<file path="config.mk">
export PLATFORM = sky130hd
export DESIGN_NAME = apf_div
export DESIGN_NICKNAME = d
export VERILOG_FILES = /design/src/design/apf_div.sv
export SDC_FILE = /design/constraint.sdc
export NUM_CORES = 1
export LEC_CHECK = 0
export ABC_CLOCK_PERIOD_IN_PS = 3000
export BUFFER_PORTS_ARGS = -buffer_cell sky130_fd_sc_hd__buf_2
export CAP_MARGIN = 0
export CORE_ASPECT_RATIO = 0.8
export CORE_MARGIN = 10
export CORE_UTILIZATION = 45
export DETAILED_ROUTE_END_ITERATION = 6
export GPL_ROUTABILITY_DRIVEN = 0
export PLACE_DENSITY = 0.65
export SLEW_MARGIN = 10
export SYNTH_ARGS = -nofsm -noshare
export SYNTH_HDL_FRONTEND = slang
export SYNTH_SLANG_ARGS = --single-unit
export TNS_END_PERCENT = 30
</file>
<file path="constraint.sdc">
create_clock -name clk -period 3 [get_ports clk]
set_input_delay 0.3 -clock clk [delete_from_list [all_inputs] [get_ports clk]]
set_output_delay 0.3 -clock clk [all_outputs]
set_load 0.005 [all_outputs]
</file>
<file path="src/design/apf_div.sv">
// apf_div: serial signed divider, one quotient bit per cycle, truncates toward zero.
// Standalone; used by the top level for the division by kernel squared.
module apf_div #(
    parameter int WSW = 22,
    parameter int DVW = 7
) (
    input  logic                    clk,
    input  logic                    rst_n,
    input  logic                    start,
    input  logic signed [WSW-1:0]   dividend,
    input  logic [DVW-1:0]          divisor,
    output logic                    done,
    output logic signed [15:0]      quotient
);

    localparam int CNTW = $clog2(WSW + 1);

    logic [WSW-1:0]  dvd_reg, dvd_next;
    logic [DVW-1:0]  rem_reg, rem_next;
    logic [DVW-1:0]  dsr_reg;
    logic [CNTW-1:0] cnt_reg, cnt_next;
    logic            neg_reg;
    logic            done_reg, done_next;
    logic [DVW:0]    trial;
    logic [WSW-1:0]  q_signed;

    assign trial = {rem_reg, dvd_reg[WSW-1]};

    always_comb
    begin
        dvd_next  = dvd_reg;
        rem_next  = rem_reg;
        cnt_next  = cnt_reg;
        done_next = 1'b0;
        if (start)
        begin
            dvd_next = dividend[WSW-1] ? WSW'(-dividend) : WSW'(dividend);
            rem_next = '0;
            cnt_next = CNTW'(WSW);
        end
        else if (cnt_reg != '0)
        begin
            if (trial >= {1'b0, dsr_reg})
            begin
                rem_next = DVW'(trial - {1'b0, dsr_reg});
                dvd_next = {dvd_reg[WSW-2:0], 1'b1};
            end
            else
            begin
                rem_next = trial[DVW-1:0];
                dvd_next = {dvd_reg[WSW-2:0], 1'b0};
            end
            cnt_next  = cnt_reg - CNTW'(1);
            done_next = (cnt_reg == CNTW'(1));
        end
    end

    always_ff @(posedge clk or negedge rst_n)
    begin
        if (!rst_n)
        begin
            cnt_reg  <= '0;
            done_reg <= 1'b0;
        end
        else
        begin
            cnt_reg  <= cnt_next;
            done_reg <= done_next;
        end
    end

    always_ff @(posedge clk)
    begin
        dvd_reg <= dvd_next;
        rem_reg <= rem_next;
        if (start)
        begin
            dsr_reg <= divisor;
            neg_reg <= dividend[WSW-1];
        end
    end

    assign q_signed = neg_reg ? WSW'(-dvd_reg) : dvd_reg;
    assign quotient = q_signed[15:0];
    assign done     = done_reg;

endmodule

</file>
# == Word-level counts from Yosys, hierarchy flattened ==
# Index checks and enable logic that the tools add are counted.
# word_totals
reg_bits,43
in_bits,32
output_inout_bits,17
word_cells,24
# op_classes
n_addsub,4
magnitude_cmp,1
eq_ne,1
n_mux,10
n_reduce_logical,2
# op_table
op,count
$mux 22,3
$neg 22->22,1
$mux 16,1
$neg 16->16,1
$mux 5,2
$ge 8x7->1,1
$mux 7,1
$sub 7x7->7,1
$eq 5x1->1 const B,1
$reduce_bool 5->1,1
$sub 5x1->5 const B,1
$mux 1,3
$reduce_bool 2->1,1

# == Depth between registers and ports, before layout ==
# depth
depth_word,4
ltp_mapped,9
ltp_nobuf,8

# == Least setup slack after synthesis ==
# Ideal clock, no wire load.
# synth_path
path_kind,in2reg
start,input port dividend[0]
end,"register dvd_reg[16], data pin"
t_arrival_ns,1.974
required_ns,2.729
slack_ns,0.755
cell_stages,8
path_buffers,1
path_cell_list,inv_1 > ha_1 > or3b_1 > or4_1 > clkbuf_1 > o31ai_1 > xor2_1 > a21oi_1
# synth_via
elab_chain_cells,3
# synth_lines
element,line_no,rtl
from (decl),10,"input logic signed [WSW-1:0] dividend,"
$neg 22->22,37,dvd_next = dividend[WSW-1] ? WSW'(-dividend) : WSW'(dividend);
$mux 22,37,
$mux 22,35,if (start)
net dvd_next[16],18,"logic [WSW-1:0] dvd_reg, dvd_next;"
to (signal assigned),74,dvd_reg <= dvd_next;
to (decl),18,
# The timed path passes the listed nets, and every way through them passes these cells.
# A chain may end at the register's enable or synchronous reset.

# == Final worst setup path ==
# layout_path
start,register dvd_reg[10]
end,output port quotient[15]
# layout_via
elab_chain_cells,2
# layout_lines
element,line_no,rtl
$neg 16->16,83,assign q_signed = neg_reg ? WSW'(-dvd_reg) : dvd_reg;
$mux 16,83,
to (decl),13,output logic signed [15:0] quotient
# Every way passes these cells.

==> results.sh <==
export IMPL_highest_layer="met4"
export IMPL_synthMostInstantiatedCell="nor2_1"
export IMPL_portBuffers=48
export IMPL_avgRoutedWirePerCell_um=14.8
export IMPL_routedLengthMet1_mm=3.32
export IMPL_initial_utilization_pct=46.7
export IMPL_post_route_period_util_pct=83.4
export IMPL_syn_inst=305
export IMPL_synth_compound_area_share_pct=16.4
export IMPL_synth_ff_type="edfxtp_1"
export IMPL_seq_area_frac_synth_pct=42.7
export IMPL_cts_resized=0
export IMPL_yosys_area_share_xor_xnor_pct=11.0
export IMPL_largest_reg_flops=22
export IMPL_ioPinCount=49
export IMPL_root_buffer="clkbuf_8"
export IMPL_drtIter0Drc=212
export IMPL_synth_cell_types=43
export IMPL_firstDrtPassIters=4
export IMPL_wl_met2_mm=2.66
export IMPL_async_flop_share_pct=14.0
export IMPL_via_count=2283
export IMPL_finalHoldViolations=0
export IMPL_final_max_slew_viol_count=0
export IMPL_first_global_vias=2169
export IMPL_grt_total_usage_pct=12.8
export IMPL_fin_util_pct=53.5
export IMPL_synth_fa_ha_area_share_pct=5.65
export IMPL_setup_violations=0
export IMPL_avgSynthCellArea_um2=9.16
export IMPL_cts_num_sinks=43
export IMPL_worstSetupPathType="reg -> out"
export IMPL_yosys_area_top_type_share_pct=32.3
export IMPL_syn_area_um2=2790
export IMPL_r2r_start="dvd_reg[21]"
export IMPL_powerDensity_nw_per_um2=582
export IMPL_rsz0062_at_grt="no"
export IMPL_hp_class="in -> reg"
export IMPL_synth_edf_count=30
export IMPL_vias_per_cell=5.30
export IMPL_fin_cells=431
export IMPL_cap_violations=0
export IMPL_syn2layout_area_growth_pct=14.5
export IMPL_fin_setup_tns_ns=0
export IMPL_max_vdd_ir_drop_uv=357
export IMPL_die_width_um=108
export IMPL_drive_gt1_share_pct=17.7
export IMPL_leakagePower_nw=1.29
export IMPL_cp_arrival_ns=2.20
export IMPL_wl_mm=6.39
export IMPL_core_um2=5970
export IMPL_tritoncts="built"
export IMPL_fmax_ghz=0.400
export IMPL_syn_nets=349
export IMPL_drc=0
export IMPL_slowest_delay_ns=0.45
export IMPL_num_rows=25
export IMPL_synthTopCellsByCount="nor2_1, edfxtp_1, a21oi_1"
export IMPL_path_cells="or3_1 -> or3_1 -> o31ai_1 -> xnor2_1 -> buf_2"
export IMPL_fin_nets=393
export IMPL_clk_pin_slew_ns=0.09
export IMPL_clk_latency_ns=0.30
export IMPL_post_cts_buffers=0
export IMPL_yosysWarnings=0
export IMPL_min_from="divisor[6]"
export IMPL_overflow=0
export IMPL_crit_path_end_kind="primary output"
export IMPL_wl_met3_um=369
export IMPL_muxShareOfSynthArea_pct=1.08
export IMPL_antenna_found_initial=0
export IMPL_synthTopCellsByArea="edfxtp_1, xor2_1, dfrtp_1"
export IMPL_clock_path_buffers=2
export IMPL_htree_levels=2
export IMPL_cp_start_kind="register"
export IMPL_crit_start="dvd_reg[10]"
export IMPL_ant_nets=0
export IMPL_diodes=0
export IMPL_synth_top_family_by_area="simple AND/OR/NAND/NOR gates"
export IMPL_status="completed"
export IMPL_synth_largest_area_cell="edfxtp_1"
export IMPL_grt_pass1_wl_mm=10.5
export IMPL_period_needed_ns=2.50
export IMPL_dp_hpwl_mm=4.73
export IMPL_cp_common_cell="or3_1"
export IMPL_crit_fanout=4
export IMPL_required_ns=2.70
export IMPL_dieArea_um2=9780
export IMPL_cp_slowest_cell="edfxtp_1"
export IMPL_slew_headroom_pct=52.3
export IMPL_post_place_cells=422
export IMPL_ys_ff_latch=43
export IMPL_path_delay_family="simple AND/OR/NAND/NOR gates"
export IMPL_synthSimpleGateAreaFrac_pct=18.1
export IMPL_grt_max_degree=63
export IMPL_finalClockSkew_ns=0.00869
export IMPL_tightest_slew_ns=0.710
export IMPL_cts_inserted_buffers=5
export IMPL_die_h_um=90.5
export IMPL_path_buf_inv=1
routing by layer:
layer / track usage (%) / vias up
met4: 3.00 / 0
met3: 3.64 / 4
met2: 18.3 / 47
met1: 18.3 / 1046
met5: 0 / -
li1: - / 1186
worst paths after layout:
kind / slack (ns) / cells past startpoint / endpoint
setup / recovery: 0.50 / 5 / quotient[15]
hold / removal: 0.17 / 1 / dsr_reg[6]
setup reg to reg: 0.68 / 8 / rem_reg[2]
hold reg to reg: 0.47 / 2 / rem_reg[6]
max in group asynchronous: 2.53 / 2 / cnt_reg[2]
min in group asynchronous: 0.33 / 2 / cnt_reg[0]
cells by family (layout without fill, tap and decap cells):
group	after synthesis	count (layout)
simple gates	104	104
compound gates	72	72
flops	43	43
mux	3	3
xor+xnor	35	35
fa+ha+maj	12	12
buf+inv	36	81
cell type report:
| cell class | count | area (µm²) |
|---|---|---|
| fillers | 562 | 2780 |
| multi-input cells | 226 | 1460 |
| flip-flops and latches | 43 | 1190 |
| repair buffers | 52 | 273 |
| well taps | 81 | 101 |
| inverters | 21 | 78.8 |
| clock buffers | 5 | 68.8 |
| clock inverters | 3 | 26.3 |
power breakdown:
part / leakage (nW) / total (mW) / switching [mW] / internal [mW]
registers: 0.431 / 0.829 / 0.0918 / 0.737
logic: 0.808 / 0.636 / 0.344 / 0.292
clock network: 0.0495 / 0.397 / 0.224 / 0.173
cell usage in the layout, fill, tap and decap left out, types with 2 or more instances in the layout:
master     n
clkbuf_8   5
nand3_1    7
or3_1      5
dfxtp_1    7
nor2b_1    2
edfxtp_1  30
nor4_1     8
xnor2_1   15
buf_4      3
o31ai_1   13
dfrtp_1    6
ha_1      11
a311oi_1   2
a21oi_1   28
buf_2     48
nor3_1     8
o41ai_2    2
inv_1     21
o21ai_0   17
mux2i_1    3
inv_6      3
nand2b_1   8
xor2_1    20
nand2_1   20
or4_1      2
nor2_1    37
per-stage QoR:
step                      total power [mW]  hold WS (ns)  setup WS (ns)  instance area, µm²
final                                 1.86         0.174          0.498                3200
after global routing                  2.00         0.162          0.273                3200
after CTS                             1.88         0.165          0.493                3200
after detailed placement              1.48         0.130          0.394                3090
after global placement                1.46         0.132          0.515                3090
after floorplan                       1.29       0.00441          0.755                2790
repair_timing:
| item | in CTS | in global routing |
|---|---|---|
| setup endpoints to repair | 0 | 0 |
| endpoints found under the hold margin | 6 | 0 |
| hold buffers | 1 | 0 |
Power figures use the tool's default switching activity.
