### src/design/apf_pkg.sv
// apf_pkg: shared types and constants of the average pooling block.
// No dependencies.
package apf_pkg;

    localparam int SAMPLE_W = 16;
    localparam int IDX_W    = 10;
    localparam int CFG_W    = 11;
    localparam int CFG_IW   = 3;
    localparam int NUM_W    = 13;

    localparam logic [CFG_IW-1:0] REG_KERNEL = 3'd0;
    localparam logic [CFG_IW-1:0] REG_STRIDE = 3'd1;
    localparam logic [CFG_IW-1:0] REG_HEIGHT = 3'd2;
    localparam logic [CFG_IW-1:0] REG_WIDTH  = 3'd3;
    localparam logic [CFG_IW-1:0] REG_DEPTH  = 3'd4;

    typedef enum logic [4:0] {
        S_IDLE = 5'b00001,
        S_COL  = 5'b00010,
        S_SUM  = 5'b00100,
        S_DIV  = 5'b01000,
        S_OUT  = 5'b10000
    } state_t;

    typedef struct packed {
        logic shift;
        logic clear;
    } cell_ctrl_t;

endpackage

### src/design/apf_cell.sv
// apf_cell: one column-sum cell of the window chain.
// Holds one column sum, passes it on at each shift, adds it to the window sum when active.
module apf_cell #(
    parameter int CSW = 19,
    parameter int WSW = 22
) (
    input  logic                    clk,
    input  logic                    rst_n,
    input  apf_pkg::cell_ctrl_t     ctrl,
    input  logic                    active,
    input  logic signed [CSW-1:0]   sum_in,
    output logic signed [CSW-1:0]   sum_out,
    input  logic signed [WSW-1:0]   part_in,
    output logic signed [WSW-1:0]   part_out
);

    logic signed [CSW-1:0] sum_reg;

    always_ff @(posedge clk or negedge rst_n)
    begin
        if (!rst_n)
        begin
            sum_reg <= '0;
        end
        else if (ctrl.clear)
        begin
            sum_reg <= '0;
        end
        else if (ctrl.shift)
        begin
            sum_reg <= sum_in;
        end
    end

    assign sum_out  = sum_reg;
    assign part_out = part_in + (active ? WSW'(sum_reg) : WSW'(0));

endmodule

### config.mk
export PLATFORM = sky130hd
export DESIGN_NAME = apf_cell
export DESIGN_NICKNAME = d
export VERILOG_FILES = /design/src/design/apf_pkg.sv /design/src/design/apf_cell.sv
export SDC_FILE = /design/constraint.sdc
export NUM_CORES = 1
export LEC_CHECK = 0
export BUFFER_PORTS_ARGS = -buffer_cell sky130_fd_sc_hd__buf_2
export CORE_UTILIZATION = 50
export CTS_CLUSTER_SIZE = 16
export DETAILED_ROUTE_END_ITERATION = 10
export PLACE_DENSITY = 0.84
export SYNTH_ARGS = -nofsm -noshare
export SYNTH_HDL_FRONTEND = slang
export SYNTH_SLANG_ARGS = --single-unit
export TNS_END_PERCENT = 20
### constraint.sdc
create_clock -name clk -period 7.3 [get_ports clk]
set_clock_uncertainty 0.2 [all_clocks]
set_input_delay 1.46 -clock clk [delete_from_list [all_inputs] [get_ports clk]]
set_output_delay 1.46 -clock clk [all_outputs]
set_load 0.02 [all_outputs]
After elaboration in Yosys (flattened, before gate mapping):

Cells that the tools add are included.

* register bits after elaboration: 19
* input port bits: 46
* output and inout port bits: 41

* add/sub/neg operators: 1
* mux-type cells: 3
* reductions and logical operators: 1

Operators by type and width (number)
* $mux 19: 2
* $add 22x22->22: 1
* $mux 22: 1
* $reduce_bool 2->1: 1

Longest topological paths before layout:

Gate-level depths: netlist (run 1).

* word-level depth: 2
* mapped depth: 11
* depth with buffers taken out: 11

Worst setup path after synthesis (run 1):

Ideal clock, no wire load.

* path kind: input -> output
* from: input active
* to: output part_out[18]
* data arrival time: 3.715 ns
* data required time: 5.640 ns
* path slack: 1.925 ns
* stages on the path: 9
* buffers on the path: 1
* cells stage by stage: clkbuf_1 -> nand2_1 -> fa_1 -> nand2b_1 -> a2111oi_4 -> nor3_2 -> a211oi_2 -> o21ai_1 -> o311ai_1

* word-level cells in the longest chain between the ends: 2

Ends and longest elaborated chain
* from (decl): line apf_cell.sv:10 `input logic active,`
* $mux 22: line apf_cell.sv:36 `assign part_out = part_in + (active ? WSW'(sum_reg) : WSW'(0));`
* $add 22x22->22: line apf_cell.sv:36
* to (decl): line apf_cell.sv:14 `output logic signed [WSW-1:0] part_out`

No other way between the ends.

Worst setup path in the final report (run 1):

* from: input active
* to: output part_out[20]

Same word-level chain as after synthesis.

==> results of run 1 <==
[cells by family after synthesis]
logic type                 after synthesis  share of synthesized area [%]
AOI/OAI and AO/OA                       54                           19.8
xor gates and xnor gates                20                           9.26
adders and majority gates               22                           14.9
buffers and inverters                   14                           2.84
DFF                                     19                           25.1
muxes                                   19                           10.1
and+or+nand+nor                         70                           17.9
[report_power, final]
group | total (W) | internal, W | switching (W) | leakage [nW]
logic | 0.000142 | 0.0000565 | 0.0000855 | 1.07
registers | 0.000116 | 0.000111 | 0.00000458 | 0.252
clock network | 0.0000676 | 0.0000386 | 0.0000290 | 0.0228
[layout by cell type (no fill, tap or decap), types with 2 or more instances in the layout]
master / count
nand4_1: 2
o31ai_1: 3
clkbuf_8: 3
buf_2: 86
dfrtp_1: 19
a21oi_1: 22
o21ai_0: 3
ha_1: 21
nand3_1: 4
and2_1: 18
nor2_1: 27
mux2i_1: 19
inv_1: 8
nand2b_1: 4
xnor2_1: 14
a21o_1: 7
xor2_1: 6
o21ai_2: 3
o21bai_1: 3
nand2_1: 12
o21a_1: 2
[final timing paths]
kind	start	to	slack, ns
max	active	part_out[20]	1.63
min	sum_out[10]$_DFFE_PN0P_	sum_out[10]$_DFFE_PN0P_	0.33
max reg2reg	sum_out[15]$_DFFE_PN0P_	sum_out[15]$_DFFE_PN0P_	6.35
min reg2reg	sum_out[10]$_DFFE_PN0P_	sum_out[10]$_DFFE_PN0P_	0.33
max in group asynchronous	rst_n	sum_out[14]$_DFFE_PN0P_	5.68
min in group asynchronous	rst_n	sum_out[0]$_DFFE_PN0P_	0.93
[per-layer routing]
layer	GRT usage, %	vias up	routed length, um	share of wire, %
li1	-	941	-	-
met1	27.7	837	1980	45
met2	40.6	45	2250	51
met3	2.17	2	158	3.6
met4	6.82	0	20	0.45
met5	0	-	0	0
[worst reg2reg max path, cell delays in order, from the launching register on]
cell and delay (ns):
dfrtp_1 0.40, mux2i_1 0.17, nor2_1 0.06
[final cells by class]
type	count	area [um2]	area share, %
clock buffers	4	45.0	1.88
well taps	46	57.6	2.40
multi-input cells	185	1360	56.7
inverters	8	30.0	1.25
repair buffers	86	430	17.9
flip-flops and latches	19	475	19.8
[through the flow]
stage / total power [W] / instance area (um2) / setup WS (ns)
2_1_floorplan: 0.000213 / 1890 / 1.93
3_3_place_gp: 0.000257 / 2360 / 1.71
3_5_place_dp: 0.000260 / 2360 / 1.63
4_1_cts: 0.000328 / 2400 / 1.62
5_1_grt: 0.000348 / 2400 / 1.38
6_report: 0.000325 / 2400 / 1.63
==> impl_results.md, run 1 <==
* Root buffer cell: clkbuf_8
* Final net count at 371
* Ant. Diodes at 0
* Syn_nets at 286
* Number of antenna-violating nets in the routed design at 0
* CTS clk-pin slew, worst paths at 0.06 ns
* Top post-synthesis cells by area: dfrtp_1 25%, ha_1 14%, mux2i_1 10%, xnor2_1 6.5%, and2_1 6.0%
* Fraction of registers with async set/reset at 100%
* Maxcap violations at 0
* Final Util at 69.2%
* Post-synth EDFFs at 0
* Crit path capture type: primary output
* Rel. slew slack at 63.0%
* Initial core utilization at 54.5%
* Mean Syn Cell Area at 8.68 um2
* Crit path buf inv count at 3
* CP max stage delay at 0.40 ns
* Final Hold Vio Count at 0
* Placer Congestion at 0.856
* CP required at 5.64 ns
* CTS Buffer Depth at 2
* Critical path class: in -> out
* Leak pwr at 1.34 nW
* Yosys top cell area share at 25.1%
* Vias in the first global route at 1747
* CTS Buf Count at 3
* H-tree depth at 1
* Post-CTS Setup Repair Bufs at 0
* First-pass GRT wire length at 7.31 mm
* Cell taking the most area after synthesis: dfrtp_1
* Residual DRC count at 0
* Vias per cell at 5.24
* Critical path depth at 13
* Die Wd at 63.5 um
* Worst skew pair latency at 0.24 ns
* Status: finished clean
* Synth Cell Area at 1890 um2
* Worst vdd ir at 0.000120 V
* Max FO, Critical Path at 19
* Placed cells at 344
* Routed vias at 1825
* CP most frequent cell: buf_2
* Setup TNS at 0 ns
* PD cells at 136 nW/um2
* Worst hold slack at 0.335 ns
* Fmax at 176 MHz
* Worst setup SP type: primary input
* Worst-Margin Slew at 0.555 ns
* Synth Register Bits at 19
* CTS Sinks at 19
* CTS Hold Buffers Added at 0
* Hold Crit Class: reg -> reg
* Top delay family on crit path: compound AO/OA/AOI/OAI gates
* Cts repair resizes at 0
* Worst Reg-to-Reg Cells at 2
* DRT Pass-1 Iters at 4
* Routed wire per std cell at 12.7 um
* Seq/Total Area, Yosys at 25.1%
* Count of input and output buffers at 86
* Top-count cell post-synth: nor2_1
* Primary FF master, synth: dfrtp_1
* Yosys warnings at 0
* Final HPWL DP at 3.78 mm
* Tcrit/Tclk final at 77.6%
* GRT Overall Usage at 22.5%
* CP max stage cell: fa_1
* Die area at 4030 um2
* Largest net degree at the start of global routing at 20
* DR iter-0 viols at 73
* Routed WL at 4.42 mm
* Initial antenna violation count at 0
* Mapped Cells at 218
* Critical path data arrival time at 4.01 ns
* Final Critical Period at 5.67 ns
* Die height at 63.5 um
* # fillers at 301
* RSZ-0062 raised after global routing: no
* Worst path cell trace: buf_2 > and2_1 > ha_1 > inv_1 > fa_1 > nand2b_1 > a2111oi_4 > nor3_2 > a211oi_2 > nor2_1 > o21ai_2 > xor2_1 > buf_2
* Residual overflow from global routing at 0
* Hold depth at 2
* Area Overhead vs Synth at 26.9%
* TritonCTS clock tree: built
* Num rows at 21
* Synth cell types at 36
* Count of pins over their slew limit at 0
* Boundary pin count at 87
* # setup viols final at 0
* Core ar. at 3470 um2
* Top cells by count, synth: 27 x nor2_1, 22 x a21oi_1, 21 x ha_1, 19 x dfrtp_1, 19 x mux2i_1
* Share of cells above drive strength 1 at 31.5%
* Max reg flops at 19
* Post-Layout Cell Count at 348
Power figures use the tool's default switching activity.
==> run 2, diff against run 1 <==
Settings changed: CORE_UTILIZATION 50 to 43, PLACE_DENSITY 0.84 to 0.76.
Clock period 7.3 ns to 5 ns, I/O delays scaled along.
==> run 2 against run 1 <==
Effect of this change:
- utilization decreased by 11 points
- critical path depth unchanged
- sequential cell count unchanged
- non-clock buffer count unchanged
- sequential power increased by 46%
- critical path type unchanged
==> impl_results.md, run 2 (synthesis gave the netlist of run 1 again) <==
* Status: finished clean
* Final net count at 371
* Area Overhead vs Synth at 27.2%
* Tcrit/Tclk final at 94.4%
* Fin area at 2410 um2
* Final Hold Vio Count at 0
* Routed WL at 4.58 mm
* Routed vias at 1782
* CP max stage cell: fa_1
* Die area at 4670 um2
* TritonCTS clock tree: built
* Top delay family on crit path: compound AO/OA/AOI/OAI gates
* CTS Hold Buffers Added at 0
* CP required at 3.80 ns
* Share of cells above drive strength 1 at 31.8%
* Crit path buf inv count at 3
* DR iter-0 viols at 73
* Vias in the first global route at 1599
* Ant. Diodes at 0
* # fillers at 382
* Vias per cell at 5.06
* Initial antenna violation count at 0
* CTS Sinks at 19
* CTS Buf Count at 3
* Number of antenna-violating nets in the routed design at 0
* Final Util at 58.5%
* Final WS setup at 0.279 ns
* First-pass GRT wire length at 7.02 mm
* Residual DRC count at 0
* Critical path class: in -> out
* Fmax at 212 MHz
* Core ar. at 4120 um2
* Die height at 68.3 um
* Worst path cell trace: buf_2 > and2_1 > ha_1 > inv_1 > fa_1 > nand2b_1 > a2111oi_4 > nor3_2 > a211oi_2 > nor2_1 > o21ai_2 > xor2_1 > buf_2
* Cts repair resizes at 0
* Commonest non-fill, non-tap cells in the layout: 86 x buf_2, 27 x nor2_1, 22 x a21oi_1
* Reg area at 475 um2
* Maxcap violations at 0
* Die Wd at 68.3 um
* Num rows at 23
* Hold Crit Class: reg -> reg
* Setup TNS at 0 ns
* RSZ-0062 raised after global routing: no
* Count of pins over their slew limit at 0
* Routed wire per std cell at 13.0 um
* Area of the multi-input gates at 1360 um2
* Worst setup SP type: primary input
* Final HPWL DP at 3.83 mm
* Commonest non-fill, non-tap cell in the layout: buf_2
* Worst vdd ir at 0.000179 V
* Placer Congestion at 0.866
* Largest net degree at the start of global routing at 20
* Initial core utilization at 46.0%
* CP max stage delay at 0.39 ns
* PD cells at 199 nW/um2
* Count of input and output buffers at 86
* Boundary pin count at 87
* CP most frequent cell: buf_2
* Final Critical Period at 4.72 ns
* GRT Overall Usage at 20.1%
* Post-CTS Setup Repair Bufs at 0
* H-tree depth at 1
* Residual overflow from global routing at 0
* Placed Area at 2360 um2
* Leak pwr at 1.34 nW
* Rel. slew slack at 62.8%
* Worst slack, placed at 0.262 ns
* Tot Pwr at 0.000479 W
* Max FO, Critical Path at 19
* Critical path data arrival time at 3.52 ns
* Max reg flops at 19
* Root buffer cell: clkbuf_8
* CTS clk-pin slew, worst paths at 0.07 ns
* Worst-Margin Slew at 0.559 ns
* DRT Pass-1 Iters at 4
* Crit path capture type: primary output
* Worst skew pair latency at 0.25 ns
* CTS Buffer Depth at 2
* # setup viols final at 0
-- run 2: path summary, 6_finish.rpt --
path                                         start                      end  slack [ns]  depth (start not counted)
max                                         active             part_out[20]        0.28                         13
min in group asynchronous                    rst_n   sum_out[2]$_DFFE_PN0P_        0.47                          1
max reg2reg                sum_out[16]$_DFFE_PN0P_  sum_out[16]$_DFFE_PN0P_        4.05                          2
min                         sum_out[7]$_DFFE_PN0P_   sum_out[7]$_DFFE_PN0P_        0.35                          2
min reg2reg                 sum_out[7]$_DFFE_PN0P_   sum_out[7]$_DFFE_PN0P_        0.35                          2
max in group asynchronous                    rst_n   sum_out[7]$_DFFE_PN0P_        3.85                          1
-- run 2: area by class of cell --
| cell class | count | area share (%) |
|---|---|---|
| repair buffers | 86 | 17.9 |
| flip-flops and latches | 19 | 19.8 |
| multi-input cells | 185 | 56.6 |
| inverters | 8 | 1.25 |
| clock buffers | 3 | 1.72 |
| well taps | 50 | 2.60 |
| clock inverters | 1 | 0.208 |
-- run 2: where the power goes --
group	switching, W	leakage, nW	internal [W]
Combinational	0.000125	1.07	0.0000825
Clock	0.0000472	0.0255	0.0000552
Sequential	0.00000707	0.252	0.000162
-- run 2: routing by layer --
metal	global-route usage, %	vias to the layer above	part of all wire [%]
li1	-	937	-
met1	25.2	801	47
met5	0	-	0
met2	36.0	40	49
met4	7.03	0	0.90
met3	1.17	4	2.8
-- run 2: tightest hold or removal path, delay by kind of cell (launching register included) --
family           cells  cell delay [ns]
DFF                  1             0.36
muxes                1             0.07
and+or+nand+nor      1             0.08
-- run 2: per-stage QoR --
stage          hold WS (ns)  cells
3_3_place_gp          0.326    348
2_1_floorplan         0.442    218
5_1_grt               0.389    352
4_1_cts               0.351    352
6_report              0.351    352
3_5_place_dp          0.334    348
